## src/hdl/skc_pkg.sv

```systemverilog
// Package for the slow-keys filter: slot, item and result types and all codes.
// Depends on nothing; every other file of the block refers to it by scoped names.
package skc_pkg;

  localparam int unsigned KeySlotsDef = 8;
  localparam int unsigned OutMax      = 8;
  localparam int unsigned ResCntW     = $clog2(OutMax + 1);
  localparam int unsigned DelayW      = 16;
  localparam int unsigned KeyW        = 32;

  localparam logic [DelayW-1:0] DelayReset = 16'd500;

  // Input opcodes.
  localparam logic [1:0] OP_TICK    = 2'd0;
  localparam logic [1:0] OP_PRESS   = 2'd1;
  localparam logic [1:0] OP_RELEASE = 2'd2;
  localparam logic [1:0] OP_OTHER   = 2'd3;

  // Slot status codes; the unused code reads as free.
  localparam logic [1:0] ST_FREE = 2'd0;
  localparam logic [1:0] ST_PEND = 2'd1;
  localparam logic [1:0] ST_ACC  = 2'd2;

  // Result actions.
  localparam logic [1:0] ACT_PASS    = 2'd0;
  localparam logic [1:0] ACT_CONSUME = 2'd1;
  localparam logic [1:0] ACT_DELAYED = 2'd2;

  // Result notices.
  localparam logic [1:0] NTC_NONE     = 2'd0;
  localparam logic [1:0] NTC_KEY_DOWN = 2'd1;
  localparam logic [1:0] NTC_ACCEPTED = 2'd2;
  localparam logic [1:0] NTC_REJECTED = 2'd3;

  typedef struct packed {
    logic [KeyW-1:0]   key;
    logic [DelayW-1:0] count;
    logic [1:0]        status;
  } slot_t;

  typedef struct packed {
    logic [1:0]      opcode;
    logic [KeyW-1:0] key_code;
  } item_t;

  typedef struct packed {
    logic [1:0]      action;
    logic [KeyW-1:0] out_key;
    logic [1:0]      notice;
    logic            overflow;
    logic            last;
  } result_t;

endpackage

```

## src/hdl/skc_cell.sv

```systemverilog
// One slot of the key table: key, countdown and status, in a rotating ring.
// Depends on skc_pkg for the slot type and the status codes.
module skc_cell (
  input  logic          clk_i,
  input  logic          rst_ni,
  input  logic          shift_en_i,
  input  skc_pkg::slot_t shift_i,
  input  logic          wr_en_i,
  input  skc_pkg::slot_t wr_i,
  output skc_pkg::slot_t slot_o
);

  logic [skc_pkg::KeyW-1:0]   key_q;
  logic [skc_pkg::DelayW-1:0] count_q;
  logic [1:0]                 status_q;

  always_ff @(posedge clk_i or negedge rst_ni) begin
    if (!rst_ni) begin
      count_q  <= '0;
      status_q <= skc_pkg::ST_FREE;
    end else if (shift_en_i) begin
      count_q  <= shift_i.count;
      status_q <= shift_i.status;
    end else if (wr_en_i) begin
      count_q  <= wr_i.count;
      status_q <= wr_i.status;
    end
  end

  // The key is only looked at while the slot is in use, so it needs no reset.
  always_ff @(posedge clk_i) begin
    if (shift_en_i) begin
      key_q <= shift_i.key;
    end else if (wr_en_i) begin
      key_q <= wr_i.key;
    end
  end

  assign slot_o = '{key: key_q, count: count_q, status: status_q};

endmodule

```

## src/hdl/slow_keys_filter_top.sv

```systemverilog
// Slow-keys filter top level: controller and the ring of key slots.
// Depends on skc_pkg and skc_cell.
//
// A transaction is taken when start is high and busy is low. A press, release
// or tick rotates the slot ring once, one slot per cycle past the head, and
// then passes through a finishing state; busy stays high over the pass and
// the finishing state, and the next transaction can start once busy falls. An
// other event goes straight to the finishing state. Results leave through an
// output register with a one-cycle strobe and cannot be held off, so the final
// result of a transaction shows in the first cycle after busy falls. A tick
// gives up to eight delayed presses as its ring pass finds them, the last one
// in that first cycle after busy falls; a tick with no expiry gives no result.
// The delay register must be written only while busy is low.
module slow_keys_filter_top #(
  parameter int unsigned KEY_SLOTS = skc_pkg::KeySlotsDef
) (
  input  logic                         clk_i,
  input  logic                         rst_ni,
  input  logic                         start,
  output logic                         busy,
  input  skc_pkg::item_t               item_i,
  input  logic                         cfg_we_i,
  input  logic [skc_pkg::DelayW-1:0]   cfg_wdata_i,
  output logic                         result_valid_o,
  output skc_pkg::result_t             result_o
);

  localparam int unsigned IdxW = (KEY_SLOTS > 1) ? $clog2(KEY_SLOTS) : 1;
  localparam int unsigned ResW = skc_pkg::ResCntW;

  localparam logic [1:0] S_IDLE   = 2'd0;
  localparam logic [1:0] S_SCAN   = 2'd1;
  localparam logic [1:0] S_FINISH = 2'd2;

  logic [1:0]                 state_q, state_d;
  logic [IdxW-1:0]            cnt_q, cnt_d;
  logic [1:0]                 op_q, op_d;
  logic [skc_pkg::KeyW-1:0]   key_q, key_d;
  logic                       match_found_q, match_found_d;
  logic [IdxW-1:0]            match_idx_q, match_idx_d;
  logic                       match_pend_q, match_pend_d;
  logic                       free_found_q, free_found_d;
  logic [IdxW-1:0]            free_idx_q, free_idx_d;
  logic [ResW-1:0]            exp_cnt_q, exp_cnt_d;
  logic                       hold_valid_q, hold_valid_d;
  logic [skc_pkg::KeyW-1:0]   hold_key_q, hold_key_d;
  logic                       res_valid_q, res_valid_d;
  skc_pkg::result_t           res_q, res_d;
  logic [skc_pkg::DelayW-1:0] delay_q;

  skc_pkg::slot_t             slot_q [KEY_SLOTS];
  skc_pkg::slot_t             head, tail_in, wr_data;
  logic                       shift_en;
  logic                       wr_valid;
  logic [IdxW-1:0]            wr_idx;
  logic [KEY_SLOTS-1:0]       wr_en;
  logic                       head_pend, head_use, expire;
  logic [skc_pkg::DelayW-1:0] dec_cnt;

  // Ring of slots: cell 0 is the head, the tail takes the modified head.
  for (genvar i = 0; i < KEY_SLOTS; i++) begin : g_cell
    skc_pkg::slot_t shift_in;
    if (i == KEY_SLOTS - 1) begin : g_tail
      assign shift_in = tail_in;
    end else begin : g_mid
      assign shift_in = slot_q[i+1];
    end
    assign wr_en[i] = wr_valid && (wr_idx == IdxW'(i));
    skc_cell u_cell (
      .clk_i      (clk_i),
      .rst_ni     (rst_ni),
      .shift_en_i (shift_en),
      .shift_i    (shift_in),
      .wr_en_i    (wr_en[i]),
      .wr_i       (wr_data),
      .slot_o     (slot_q[i])
    );
  end

  assign head      = slot_q[0];
  assign head_pend = (head.status == skc_pkg::ST_PEND);
  assign head_use  = head_pend || (head.status == skc_pkg::ST_ACC);
  assign dec_cnt   = (head.count != '0) ? head.count - 16'd1 : head.count;
  assign expire    = (op_q == skc_pkg::OP_TICK) && head_pend && (dec_cnt == '0) &&
                     (exp_cnt_q < ResW'(skc_pkg::OutMax));
  assign shift_en  = (state_q == S_SCAN);
  assign busy      = (state_q != S_IDLE);

  always_comb begin
    tail_in = head;
    if ((op_q == skc_pkg::OP_TICK) && head_pend) begin
      tail_in.count = dec_cnt;
      if (expire) begin
        tail_in.status = skc_pkg::ST_ACC;
      end
    end
  end

  always_comb begin
    state_d       = state_q;
    cnt_d         = cnt_q;
    op_d          = op_q;
    key_d         = key_q;
    match_found_d = match_found_q;
    match_idx_d   = match_idx_q;
    match_pend_d  = match_pend_q;
    free_found_d  = free_found_q;
    free_idx_d    = free_idx_q;
    exp_cnt_d     = exp_cnt_q;
    hold_valid_d  = hold_valid_q;
    hold_key_d    = hold_key_q;
    res_valid_d   = 1'b0;
    res_d         = '0;
    wr_valid      = 1'b0;
    wr_idx        = '0;
    wr_data       = '{key: key_q, count: '0, status: skc_pkg::ST_FREE};

    unique case (state_q)
      S_IDLE: begin
        if (start) begin
          op_d          = item_i.opcode;
          key_d         = item_i.key_code;
          cnt_d         = '0;
          match_found_d = 1'b0;
          free_found_d  = 1'b0;
          exp_cnt_d     = '0;
          hold_valid_d  = 1'b0;
          state_d       = (item_i.opcode == skc_pkg::OP_OTHER) ? S_FINISH : S_SCAN;
        end
      end
      S_SCAN: begin
        if (head_use && (head.key == key_q) && !match_found_q) begin
          match_found_d = 1'b1;
          match_idx_d   = cnt_q;
          match_pend_d  = head_pend;
        end
        if (!head_use && !free_found_q) begin
          free_found_d = 1'b1;
          free_idx_d   = cnt_q;
        end
        // Each expiry is held back one step so the final one can carry last.
        if (expire) begin
          exp_cnt_d    = exp_cnt_q + ResW'(1);
          hold_valid_d = 1'b1;
          hold_key_d   = head.key;
          if (hold_valid_q) begin
            res_valid_d = 1'b1;
            res_d       = '{action: skc_pkg::ACT_DELAYED, out_key: hold_key_q,
                            notice: skc_pkg::NTC_ACCEPTED, overflow: 1'b0, last: 1'b0};
          end
        end
        if (cnt_q == IdxW'(KEY_SLOTS - 1)) begin
          state_d = S_FINISH;
        end else begin
          cnt_d = cnt_q + IdxW'(1);
        end
      end
      S_FINISH: begin
        state_d = S_IDLE;
        case (op_q)
          skc_pkg::OP_TICK: begin
            if (hold_valid_q) begin
              res_valid_d = 1'b1;
              res_d       = '{action: skc_pkg::ACT_DELAYED, out_key: hold_key_q,
                              notice: skc_pkg::NTC_ACCEPTED, overflow: 1'b0, last: 1'b1};
            end
          end
          skc_pkg::OP_PRESS: begin
            res_valid_d = 1'b1;
            wr_data     = '{key: key_q, count: delay_q, status: skc_pkg::ST_PEND};
            if (match_found_q || free_found_q) begin
              wr_valid = 1'b1;
              wr_idx   = match_found_q ? match_idx_q : free_idx_q;
              res_d    = '{action: skc_pkg::ACT_CONSUME, out_key: key_q,
                           notice: skc_pkg::NTC_KEY_DOWN, overflow: 1'b0, last: 1'b1};
            end else begin
              res_d    = '{action: skc_pkg::ACT_PASS, out_key: key_q,
                           notice: skc_pkg::NTC_NONE, overflow: 1'b1, last: 1'b1};
            end
          end
          skc_pkg::OP_RELEASE: begin
            res_valid_d = 1'b1;
            wr_valid    = match_found_q;
            wr_idx      = match_idx_q;
            if (match_found_q && match_pend_q) begin
              res_d = '{action: skc_pkg::ACT_CONSUME, out_key: key_q,
                        notice: skc_pkg::NTC_REJECTED, overflow: 1'b0, last: 1'b1};
            end else begin
              res_d = '{action: skc_pkg::ACT_PASS, out_key: key_q,
                        notice: skc_pkg::NTC_NONE, overflow: 1'b0, last: 1'b1};
            end
          end
          default: begin
            res_valid_d = 1'b1;
            res_d       = '{action: skc_pkg::ACT_PASS, out_key: '0,
                            notice: skc_pkg::NTC_NONE, overflow: 1'b0, last: 1'b1};
          end
        endcase
      end
      default: begin
        state_d = S_IDLE;
      end
    endcase
  end

  always_ff @(posedge clk_i or negedge rst_ni) begin
    if (!rst_ni) begin
      state_q       <= S_IDLE;
      cnt_q         <= '0;
      match_found_q <= 1'b0;
      free_found_q  <= 1'b0;
      exp_cnt_q     <= '0;
      hold_valid_q  <= 1'b0;
      res_valid_q   <= 1'b0;
      delay_q       <= skc_pkg::DelayReset;
    end else begin
      state_q       <= state_d;
      cnt_q         <= cnt_d;
      match_found_q <= match_found_d;
      free_found_q  <= free_found_d;
      exp_cnt_q     <= exp_cnt_d;
      hold_valid_q  <= hold_valid_d;
      res_valid_q   <= res_valid_d;
      if (cfg_we_i) begin
        delay_q <= cfg_wdata_i;
      end
    end
  end

  always_ff @(posedge clk_i) begin
    op_q         <= op_d;
    key_q        <= key_d;
    match_idx_q  <= match_idx_d;
    match_pend_q <= match_pend_d;
    free_idx_q   <= free_idx_d;
    hold_key_q   <= hold_key_d;
    res_q        <= res_d;
  end

  assign result_valid_o = res_valid_q;
  assign result_o       = res_q;

endmodule

```

## config.mk

```make
export PLATFORM = sky130hd
export DESIGN_NAME = slow_keys_filter_top
export DESIGN_NICKNAME = d
export VERILOG_FILES = /design/src/hdl/skc_pkg.sv /design/src/hdl/skc_cell.sv /design/src/hdl/slow_keys_filter_top.sv
export SDC_FILE = /design/constraint.sdc
export NUM_CORES = 1
export LEC_CHECK = 0
export ABC_AREA = 0
export BUFFER_PORTS_ARGS = -buffer_cell sky130_fd_sc_hd__buf_4
export CORE_MARGIN = 2
export CORE_UTILIZATION = 55
export DETAILED_ROUTE_END_ITERATION = 8
export PLACE_DENSITY_LB_ADDON = 0.3
export REMOVE_ABC_BUFFERS = 1
export SKIP_LAST_GASP = 1
export SYNTH_ARGS = -nofsm -noshare
export SYNTH_HDL_FRONTEND = slang
export SYNTH_SLANG_ARGS = --single-unit
```

## constraint.sdc

```tcl
create_clock -name clk_i -period 5.3 [get_ports clk_i]
set_input_delay 0.53 -clock clk_i [delete_from_list [all_inputs] [get_ports clk_i]]
set_output_delay 0.53 -clock clk_i [all_outputs]
set_load 0.05 [all_outputs]
```

Word-level counts from Yosys, hierarchy flattened

Index checks and enable logic that the tools add are counted.

Register bits after elaboration: 540
Word-level logic and storage cells: 201
Input port bits: 54

$add $sub $neg: 3
Muxes and demuxes: 88
Eq/ne operators: 22
Magnitude comparators: 1
Reductions and logical operators: 44

Operator list:

| kind                                               | count |
|---|---|
| 2-to-1 mux 32 bit                                  | 16 |
| 2-to-1 mux 16 bit                                  | 17 |
| 2-to-1 mux 38 bit                                  | 3 |
| case mux 38 bit (3 select lines)                   | 1 |
| case mux 38 bit (2 select lines)                   | 1 |
| 2-to-1 mux 37 bit                                  | 2 |
| 2-to-1 mux 18 bit                                  | 3 |
| 2-to-1 mux 2 bit                                   | 20 |
| == test 32 bit                                     | 1 |
| nonzero test 2 bit                                 | 10 |
| zero test 16 bit                                   | 1 |
| nonzero test 16 bit                                | 1 |
| subtractor 16 x 1 -> 16 bit, second input constant | 1 |
| == test 3 bit, second input constant               | 5 |
| logical AND 1 bit                                  | 15 |
| 2-to-1 mux 3 bit                                   | 5 |
| != test 2 bit, second input constant               | 6 |
| case mux 3 bit (2 select lines)                    | 2 |
| AND reduction 3 bit                                | 4 |
| case mux 1 bit (2 select lines)                    | 5 |
| AND reduction 2 bit                                | 5 |
| 2-to-1 mux 1 bit                                   | 9 |
| == test 2 bit, second input constant               | 4 |
| 2-to-1 mux 4 bit                                   | 2 |
| 12 further kinds                                   | 19 |

Longest topological paths before layout

Gate-level depths: netlist of run 1.

Depth in word-level cells: 8
Gate-level depth with buffers: 12
Depth with buffers taken out: 9

By module

Synthesis of run 1 repeated with hierarchy kept, for this count alone.

Cell total of the unflattened synthesis: 1757
Area, all modules: 25376.8 um2

By module, submodules not included:

| module               | times used | area each (um2) | seq. area each (um2) | cells an instance |
|---|---|---|---|---|
| skc_cell             | 8          | 2348.5          | 1411.4               | 147 |
| slow_keys_filter_top | 1          | 6588.8          | 3666.0               | 581 |

Least setup slack after synthesis of run 1

OpenSTA, ideal clock, no wires.

Kind: register -> register
From: register g_cell[0].u_cell.count_q[0] (netlist bit)
To: register res_q, in the netlist result_o[37]
Stages on the path, launching flop included: 11
Arrival: 4.778 ns
Library setup time: 0.075 ns
Setup slack: 0.447 ns
Period minus slack after synthesis: 4.853 ns
Path through: dfrtp_1 inv_1 ha_1 or3b_2 clkbuf_1 nor3_1 mux2i_1 o2111ai_2 a2111oi_2 nand3_1 a21oi_1

RTL lines:

| what                   | RTL line                    | text |
|---|---|---|
| from (decl)            | skc_cell.sv:14              | `logic [skc_pkg::DelayW-1:0] count_q;` |
| from (signal assigned) | skc_cell.sv:22              | `count_q <= shift_i.count;` |
| from (signal assigned) | skc_cell.sv:25              | `count_q <= wr_i.count;` |
| to (signal assigned)   | slow_keys_filter_top.sv:237 | `res_q <= res_d;` |
| to (decl)              | slow_keys_filter_top.sv:48  | `skc_pkg::result_t res_q, res_d;` |

==> impl_metrics.csv, run 1 <==
group,metric,value,unit
status,status,"finished clean",
global_routing,gr-total-overflow,0,
global_routing,grt_antenna_before_repair,0,
global_routing,grt_max_degree,246,
critical_path,critPathBufInv,2,
critical_path,worst_setup_path_start_kind,"register",
detailed_routing,via_count,14700,
synthesis,synthCells,1876,
clocking,htree_levels,2,
detailed_routing,drc,0,
cells_and_area,drive_gt1_share,12.3,%
synthesis,avgSynthCellArea,11.7,um^2
cells_and_area,design_area,24900,um^2
clocking,cts_root_buffer,"clkbuf_16",
power,power_density,576,nW/um^2
detailed_routing,first_pass_iters,6,
floorplanning,core,39500,um^2
placed_design,port_buffers,93,
sta,slew_headroom,19.5,%
synthesis,yosysWarningCount,0,
placed_design,hpwl,30500,um
clocking,clk_path_buf_depth,3,
floorplanning,initial_core_util,55.5,%
cells_and_area,regArea,15000,um^2
floorplanning,ios,94,
synthesis,synth_edf_count,329,
sta,slew_viol_final,0,
power,power.leakage,0.0101,uW
sta,finalCriticalPeriod,3.70,ns
critical_path,critical_path_arrival,4.22,ns
sta,fmax,270,MHz
cells_and_area,multi_input_area,6510,um^2
sta,hold_slack,0.0920,ns
critical_path,crit_required,5.82,ns
clocking,cts_tree,"built",
sta,rsz0062_at_grt,"false",
hold_path,min_from,"item_i[13]",
synthesis,syn-cell-area,21900,um^2
critical_path,cp-startpoint,"g_cell[0].u_cell.count_q[0]",
placed_design,place_area,23100,um^2
synthesis,seq_area_frac_synth,68.1,%
critical_path,rr_startpoint,"g_cell[0].u_cell.count_q[0]",
detailed_routing,ant_nets,0,
run,max_cap_viol_count,0,
global_routing,grt_usage,25.2,%
floorplanning,die-area,41500,um^2
critical_path,critical-path-top-delay-family,"simple AND/OR/NAND/NOR gates",
clocking,cts_setup_buffers,0,
detailed_routing,totalWireLength,51300,um
critical_path,worstPathMaxFanout,34,
global_routing,grt_pass1_vias,14400,
cells_and_area,num-nets-final,2016,
clocking,numClockSinks,539,
floorplanning,die_x,204,um
clocking,clkLatencyLatePin,0.61,ns
placed_design,globalplace.congestion,0.889,
sta,hold_viol_final,0,
floorplanning,row_count,73,
power,vdd_drop_max,0.349,mV
global_routing,grt_pass1_wl,81100,um
synthesis,async_flop_share,32.1,%
clocking,cts_buffers,55,
hold_path,hp-class,"in -> reg",
critical_path,reg2reg_slack,1.60,ns
synthesis,ys_ff_latch,539,
detailed_routing,drt-initial-drc-count,1521,
clocking,ctsHoldBuffers,1,
cells_and_area,antennaDiodeCount,0,
clocking,clk_pin_slew_worst_paths,0.06,ns
detailed_routing,via_per_inst,5.83,
detailed_routing,route.detailed.wl_per_inst,20.3,um
critical_path,cp_slowest_stage_delay,0.60,ns
critical_path,path_cells,"inv_1 > ha_1 > or3b_2 > nor3_1 > mux2i_1 > o2111ai_2 > a2111oi_4 > buf_4 > nand3_1 > a21oi_1",
clocking,post_cts_resized,0,
sta,skew,0.0283,ns
floorplanning,dieHeight,204,um
sta,tightest_slew,1.20,ns
critical_path,cp_slowest_cell,"or3b_2",
cells_and_area,area_delta_synth_final,13.6,%
sta,setup_ws,1.60,ns
placed_design,pre_cts_slack,1.64,ns
critical_path,crit_path_end_kind,"register",
cells_and_area,fill_cells,2972,
synthesis,ys_types,69,
critical_path,crit_type,"reg -> reg",
sta,finalSetupViolCount,0,
sta,fin_crit_sh,69.8,%
synthesis,ys.flop_type,"edfxtp_1",
[report_power, final]
| part | internal (uW) | switching [uW] | total [uW] |
|---|---|---|---|
| Sequential | 6070 | 664 | 6740 |
| Combinational | 1200 | 2580 | 3780 |
| Clock | 2190 | 1650 | 3840 |
| Total | 9470 | 4900 | 14400 |
[metrics by stage]
step,cells,TNS (ns),power (uW),utilization [%]
floorplan,1772,-4333.55,9390,-
global placement,2417,0,10400,58.5
detailed placement,2417,0,10500,58.5
CTS,2521,0,14400,63.1
global route,2521,0,15100,63.1
finish,2521,0,14400,63.1
[worst register-to-register path: cells and delay by family (launching register included)]
kind                     cells  cell delay [ns]
AND/OR/NAND/NOR              3             1.12
AO/OA/AOI/OAI                3             0.82
buffers and inverters        2             0.66
flip-flops                   1             0.48
multiplexers                 1             0.32
adder cells (fa/ha/maj)      1             0.23
[final cells by class]
type,instances,share of cell area (%)
Clock buffer,71,5.96
Clock inverter,32,1.23
Inverter,26,0.391
Multi-Input combinational cell,1207,26.1
Sequential cell,539,60.0
Tap cell,525,2.63
Timing Repair Buffer,121,3.72
[layout by cell type, fill, tap and decap left out, drive strengths merged, types with 28 or more instances in the layout]
cell type / n
a22o: 37
a221o: 94
and2: 32
dfrtp: 167
buf: 120
nor2: 108
clkbuf: 71
dfxtp: 37
nand2: 662
edfxtp: 329
inv: 28
xor2: 33
[cell usage after synthesis, types with 4 or more instances]
cell | count | share of area [%]
nand2_1 | 662 | 11
edfxtp_1 | 329 | 45
dfrtp_1 | 167 | 19
nor2_1 | 108 | 1.8
clkbuf_1 | 96 | 1.6
a221o_1 | 94 | 4.3
a22o_1 | 37 | 1.5
dfxtp_1 | 37 | 3.4
xor2_1 | 33 | 1.3
and2_1 | 30 | 0.86
inv_1 | 25 | 0.43
a21oi_1 | 21 | 0.48
o21ai_0 | 21 | 0.48
o221ai_1 | 21 | 0.84
mux2_2 | 16 | 0.82
a31oi_1 | 15 | 0.43
nor3_1 | 15 | 0.34
nand3_1 | 13 | 0.30
nor4_1 | 13 | 0.37
ha_1 | 12 | 0.68
xnor2_1 | 10 | 0.40
dfstp_2 | 6 | 0.72
o311ai_0 | 5 | 0.20
or3_1 | 5 | 0.14
or4_1 | 5 | 0.17
a22oi_1 | 4 | 0.14
buf_4 | 4 | 0.14
mux2i_1 | 4 | 0.18
[sequential cells by signal, summed over array words and instances (netlist names)]
register	cells
g_cell.u_cell.key_q	256
g_cell.u_cell.count_q	128
result_o	37
hold_key_q	32
key_q	32
delay_q	16
g_cell.u_cell.status_q	16
exp_cnt_q	4
cnt_q	3
free_idx_q	3
match_idx_q	3
op_q	2
state_q	2
free_found_q	1
hold_valid_q	1
match_found_q	1
match_pend_q	1
result_valid_o	1
[logic make-up (layout without fill, tap and decap cells)]
group	after synthesis	in the layout	share of synthesized area, %
xor gates and xnor gates	43	43	1.72
muxes	20	20	1.00
buffers and inverters	130	250	2.37
AOI/OAI and AO/OA	254	254	9.76
and+or+nand+nor	878	878	16.3
DFF	539	539	68.1
adders and majority gates	12	12	0.684
[routing by layer]
layer | wire length [um] | share of wire, % | GRT usage, % | up-vias
li1 | - | - | - | 6785
met1 | 22900 | 45 | 37.4 | 7300
met2 | 23600 | 46 | 38.5 | 543
met3 | 3810 | 7.4 | 4.73 | 63
met4 | 934 | 1.8 | 6.33 | 0
met5 | 0 | 0 | 0 | -
[final timing paths]
path	cells after the start	endpoint
worst max-delay path	10	result_o[37]
min in group asynchronous	2	delay_q[0]
max in group asynchronous	3	g_cell[7].u_cell.count_q[5]
worst min register to register	1	result_o[13]
worst min-delay path	1	key_q[13]
worst max register to register	10	result_o[37]
Power figures use the tool's default switching activity.
==> run 2, diff against run 1 <==
Clock period 5.3 ns to 3.5 ns, I/O delays scaled along.
==> run 2 against run 1 <==
Against the previous run: core utilization is 1.9 points higher; register-to-register slack got worse by 1.4 ns; clock power grew 51%; routed wire length increased by 2.0%; worst hold slack improved by 0.041 ns; die area did not move; via count grew 2.7%; combinational power increased by 60%; count of clock-buffer cells in the layout up 5; critical endpoint is now hold_key_q[18].
==> impl_metrics.csv, run 2 (same netlist as run 1, synthesis figures left out) <==
group,metric,value,unit
detailed_routing,drc,0,
floorplanning,die-area,41500,um^2
sta,fmax,306,MHz
detailed_routing,first_pass_iters,6,
detailed_routing,drt-initial-drc-count,1644,
placed_design,hpwl,30300,um
detailed_routing,totalWireLength,52300,um
cells_and_area,final_common_cell,"nand2_1",
cells_and_area,drive_gt1_share,12.9,%
floorplanning,die_x,204,um
critical_path,crit_path_end_kind,"register",
critical_path,cp_slowest_cell,"or4_1",
power,clkPwrFrac,26.4,%
power,switching_share,33.8,%
detailed_routing,via_count,15100,
detailed_routing,ant_nets,0,
sta,finalCriticalPeriod,3.27,ns
critical_path,path_cells,"or4_1 > or4_4 > o21ai_2 > o21ai_1 > a2111oi_4 > buf_4 > buf_6",
critical_path,critical_path_arrival,3.56,ns
cells_and_area,final_util,65.0,%
sta,rsz0062_at_grt,"false",
power,vdd_drop_max,0.445,mV
cells_and_area,layout_common_cells,"662 x nand2_1, 329 x edfxtp_1, 167 x dfrtp_1",
clocking,numClockSinks,539,
global_routing,grt_usage,25.6,%
critical_path,cp_slowest_stage_delay,0.71,ns
clocking,cts_tree,"built",
sta,finalSetupViolCount,0,
clocking,clk_pin_slew_worst_paths,0.07,ns
clocking,clkLatencyLatePin,0.61,ns
critical_path,reg2reg_slack,0.23,ns
sta,skew,0.0169,ns
hold_path,min_path_cells,3,
hold_path,hp-class,"in -> reg",
detailed_routing,route.detailed.wl_per_inst,20.2,um
cells_and_area,largest_reg_flops,256,
run,max_cap_viol_count,0,
power,power.leakage,0.0104,uW
floorplanning,ios,94,
critical_path,worst_setup_path_start_kind,"register",
clocking,cts_root_buffer,"clkbuf_16",
critical_path,r2r_cells,7,
power,netSwitchingPower,7440,uW
power,p_int,14600,uW
floorplanning,dieHeight,204,um
global_routing,grt_max_degree,224,
global_routing,grt_antenna_before_repair,0,
critical_path,crit_type,"reg -> reg",
cells_and_area,antennaDiodeCount,0,
placed_design,port_buffers,93,
detailed_routing,via_per_inst,5.83,
cells_and_area,num-nets-final,2086,
sta,hold_slack,0.133,ns
placed_design,globalplace.congestion,0.886,
power,power_frac_seq,46.2,%
floorplanning,initial_core_util,55.5,%
floorplanning,core,39500,um^2
hold_path,min_from,"start",
sta,slew_viol_final,0,
critical_path,crit_required,3.79,ns
cells_and_area,area_delta_synth_final,17.1,%
critical_path,r2r_end,"hold_key_q[18]",
status,status,"finished clean",
sta,fin_crit_sh,93.5,%
sta,slew_headroom,29.3,%
critical_path,rr_startpoint,"g_cell[0].u_cell.count_q[13]",
clocking,cts_buffers,53,
power,p_comb_share,27.4,%
sta,hold_viol_final,0,
clocking,clk_path_buf_depth,3,
hold_path,holdPathEnd,"exp_cnt_q[2]",
sta,tightest_slew,1.06,ns
global_routing,gr-total-overflow,0,
floorplanning,row_count,73,
cells_and_area,largest-register,"g_cell.u_cell.key_q",
clocking,htree_levels,2,
critical_path,worstPathMaxFanout,17,
global_routing,grt_pass1_wl,82300,um
global_routing,grt_pass1_vias,14700,
power,power_density,856,nW/um^2
[run 2: changes by cell type in the layout (fill, tap and decap cells not counted), sizes merged]
cell         previous run  this run
buf                   120       141
inv                    28        29
dlygate4sd3             1        51
clkbuf                 71        77
clkinv                 23        13
[run 2: how the worst max path moves through the flow]
stage / startpoint / to / slack [ns]
3_3_place_gp: g_cell[0].u_cell.count_q[1] / result_o[8] / 0.27
5_1_grt: g_cell[0].u_cell.count_q[6] / result_valid_o / 0.06
3_5_place_dp: g_cell[0].u_cell.count_q[1] / result_o[19] / 0.19
6_report: g_cell[0].u_cell.count_q[13] / hold_key_q[18] / 0.23
4_1_cts: g_cell[0].u_cell.count_q[1] / result_o[37] / 0.16
2_1_floorplan: state_q[1] / g_cell[0].u_cell.count_q[0] / -8.47
[run 2: layout make-up]
cell class              count  area [um^2]
clock buffers              76         1520
clock inverters            23          256
fillers                  2903        13800
inverters                  26         97.6
multi-input cells        1207         6510
flip-flops and latches    539        15000
well taps                 525          657
repair buffers            193         1700
[run 2: what timing repair did]
item,4_1_cts,5_1_grt
hold buffers,51,0
gates resized for setup,0,3
endpoints found under the setup margin,0,26
setup buffers,0,3
hold endpoints to repair,103,0
[run 2: metal layers]
layer,wire length [um],part of all wire [%],vias up,track usage [%]
met5,0,0,-,0
met4,1140,2.2,0,7.33
met3,3860,7.4,83,3.31
met2,24100,46,567,39.0
met1,23300,44,7510,38.9
li1,-,-,6923,-
[run 2: power by group through the flow]
stage	clock network, uW	logic [uW]	registers [uW]
2_1_floorplan	0	3280	9510
3_3_place_gp	0	5790	10200
3_5_place_dp	0	5930	10200
4_1_cts	5900	6020	10100
5_1_grt	6140	6700	10300
6_report	5810	6040	10200
[run 2: critical path, delay by kind of cell (launching register included)]
family	cells	cell delay, ns
AND/OR/NAND/NOR	2	1.24
buffers and inverters	2	0.45
flip-flops	1	0.48
AO/OA/AOI/OAI	3	0.78
[run 2: metrics by stage]
step | power [uW] | setup WS, ns | setup TNS (ns) | std cells | instance area [um^2]
after global routing | 23200 | 0.0571 | 0 | 2589 | 25700
after floorplan | 12800 | -8.47 | -5669.15 | 1772 | 21500
after CTS | 22100 | 0.156 | 0 | 2585 | 25700
after detailed placement | 16200 | 0.185 | 0 | 2435 | 23400
final | 22000 | 0.228 | 0 | 2589 | 25700
after global placement | 16000 | 0.274 | 0 | 2435 | 23400
==> run 3, diff against run 2 <==
Clock period 3.5 ns to 3.2 ns, I/O delays scaled along.
==> run 3 against run 2 <==
Against the previous run: register-to-register slack got worse by 0.13 ns; critical path depth rose by 1; count of clock-buffer cells in the layout rose by 2; die area did not move; design area rose by 1.4%; combinational power rose by 20%; sequential cell count did not move; largest power group unchanged; highest routed layer unchanged.
==> impl_metrics.csv, run 3 (same netlist as run 1, synthesis figures left out) <==
group,metric,value,unit
critical_path,critical_path_arrival,3.41,ns
sta,hold_viol_final,0,
critical_path,critPathBufInv,3,
floorplanning,initial_core_util,55.5,%
status,status,"finished clean",
placed_design,port_buffers,93,
detailed_routing,route.detailed.wl_per_inst,20.7,um
clocking,cts_buffers,53,
clocking,cts_root_buffer,"clkbuf_16",
global_routing,grt_usage,26.1,%
clocking,cts_tree,"built",
global_routing,grt_max_degree,258,
global_routing,grt_antenna_before_repair,0,
detailed_routing,ant_nets,0,
critical_path,reg2reg_slack,0.1,ns
global_routing,gr-total-overflow,0,
floorplanning,dieHeight,204,um
power,power_frac_seq,44.7,%
global_routing,grt_pass1_vias,15000,
placed_design,hpwl,30900,um
cells_and_area,num-nets-final,2109,
critical_path,critical-path-top-delay-family,"simple AND/OR/NAND/NOR gates",
cells_and_area,largest-register,"g_cell.u_cell.key_q",
cells_and_area,fill_cells,2876,
cells_and_area,stdcell_count,2613,
placed_design,dp.cells,2453,
power,power_density,949,nW/um^2
power,p_comb_share,29.2,%
clocking,numClockSinks,539,
detailed_routing,drt-initial-drc-count,1543,
cells_and_area,area_delta_synth_final,18.8,%
floorplanning,row_count,73,
placed_design,globalplace.congestion,0.905,
power,vdd_drop_max,0.546,mV
critical_path,cp_slowest_cell,"or4_4",
sta,fmax,322,MHz
run,max_cap_viol_count,0,
critical_path,r2r_cells,8,
cells_and_area,final_common_cell,"nand2_1",
clocking,clk_path_buf_depth,3,
floorplanning,core,39500,um^2
detailed_routing,totalWireLength,54200,um
cells_and_area,antennaDiodeCount,0,
cells_and_area,regArea,15000,um^2
cells_and_area,multi_input_area,6570,um^2
cells_and_area,design_area,26100,um^2
sta,slew_headroom,11.8,%
hold_path,hp-class,"in -> reg",
cells_and_area,final_util,65.9,%
power,netSwitchingPower,8300,uW
critical_path,rr_startpoint,"g_cell[0].u_cell.count_q[8]",
critical_path,crit_required,3.51,ns
clocking,htree_levels,2,
critical_path,path_depth,8,
power,p_int,16500,uW
detailed_routing,via_per_inst,5.80,
sta,fin_crit_sh,97.0,%
floorplanning,die_x,204,um
critical_path,worst_setup_path_start_kind,"register",
detailed_routing,first_pass_iters,5,
power,switching_share,33.5,%
clocking,clk_pin_slew_worst_paths,0.06,ns
cells_and_area,largest_reg_flops,256,
cells_and_area,layout_common_cells,"662 x nand2_1, 329 x edfxtp_1, 165 x dfrtp_1",
critical_path,cp_slowest_stage_delay,0.60,ns
critical_path,cp-startpoint,"g_cell[0].u_cell.count_q[8]",
sta,finalCriticalPeriod,3.10,ns
critical_path,path_common_cell,"buf_4",
sta,tightest_slew,1.32,ns
sta,skew,0.0306,ns
sta,fin_setup_tns,0,ns
critical_path,crit_type,"reg -> reg",
global_routing,grt_pass1_wl,83600,um
sta,rsz0062_at_grt,"false",
sta,finalSetupViolCount,0,
sta,slew_viol_final,0,
floorplanning,die-area,41500,um^2
detailed_routing,via_count,15200,
critical_path,r2r_end,"hold_key_q[9]",
placed_design,place_area,23500,um^2
sta,hold_slack,0.104,ns
detailed_routing,drc,0,
cells_and_area,drive_gt1_share,14.3,%
power,clkPwrFrac,26.1,%
power,power.leakage,0.0106,uW
floorplanning,ios,94,
critical_path,worstSetupEndpoint,"hold_key_q[9]",
clocking,clkLatencyLatePin,0.62,ns
critical_path,path_cells,"or4_4 > buf_4 > nor3_4 > mux2i_2 > o2111ai_2 > a2111oi_4 > buf_4 > bufbuf_16",
critical_path,crit_path_end_kind,"register",
critical_path,worstPathMaxFanout,17,
[run 3: worst reg2reg max path, stage by stage (launching register included)]
cell,delay (ns)
dfrtp_2,0.45
or4_4,0.60
buf_4,0.18
nor3_4,0.22
mux2i_2,0.30
o2111ai_2,0.22
a2111oi_4,0.35
buf_4,0.19
bufbuf_16,0.33
[run 3: worst min-delay path by stage]
stage	startpoint	end	slack (ns)	cells after the start
floorplan	rst_ni	cnt_q[0]	0.02	0
global placement	rst_ni	delay_q[0]	0.43	1
detailed placement	rst_ni	g_cell[3].u_cell.count_q[6]	0.44	1
CTS	start	exp_cnt_q[2]	0.07	3
global route	start	exp_cnt_q[2]	0.12	3
finish	start	exp_cnt_q[2]	0.10	3
[run 3: stage by stage]
step | power (uW) | worst slack (ns)
4_1_cts | 24500 | 0.00569
2_1_floorplan | 14500 | -8.77
6_report | 24800 | 0.0952
5_1_grt | 26000 | 0.00164
3_3_place_gp | 17800 | 0.147
3_5_place_dp | 18000 | 0.0415
[run 3: area by class of cell]
| cell class | count | area share (%) |
|---|---|---|
| Clock inverter | 22 | 1.10 |
| Clock buffer | 78 | 5.87 |
| Sequential cell | 539 | 57.4 |
| Multi-Input combinational cell | 1207 | 25.2 |
| Timing Repair Buffer | 216 | 7.54 |
| Inverter | 26 | 0.374 |
| Tap cell | 525 | 2.52 |
[run 3: metal layers]
metal | up-vias | global-route usage [%] | routed length, um
li1 | 6972 | - | -
met4 | 0 | 8.39 | 1340
met2 | 582 | 40.4 | 24800
met5 | - | 0 | 0
met3 | 96 | 4.59 | 4100
met1 | 7515 | 37.9 | 23900
[run 3: power by group through the flow]
| stage | Clock (uW) | Sequential (uW) | Combinational, uW |
|---|---|---|---|
| 2_1_floorplan | 0 | 10400 | 4070 |
| 3_3_place_gp | 0 | 11100 | 6700 |
| 3_5_place_dp | 0 | 11100 | 6830 |
| 4_1_cts | 6550 | 11000 | 6960 |
| 5_1_grt | 6800 | 11200 | 7940 |
| 6_report | 6460 | 11100 | 7230 |
[run 3: what timing repair did]
item / CTS / global route
setup buffers: 1 / 4
cloned: 1 / 3
resized for setup: 1 / 16
endpoints found under the hold margin: 128 / 0
hold buffers: 51 / 0
pin swaps: 2 / 7
endpoints found under the setup margin: 1 / 41
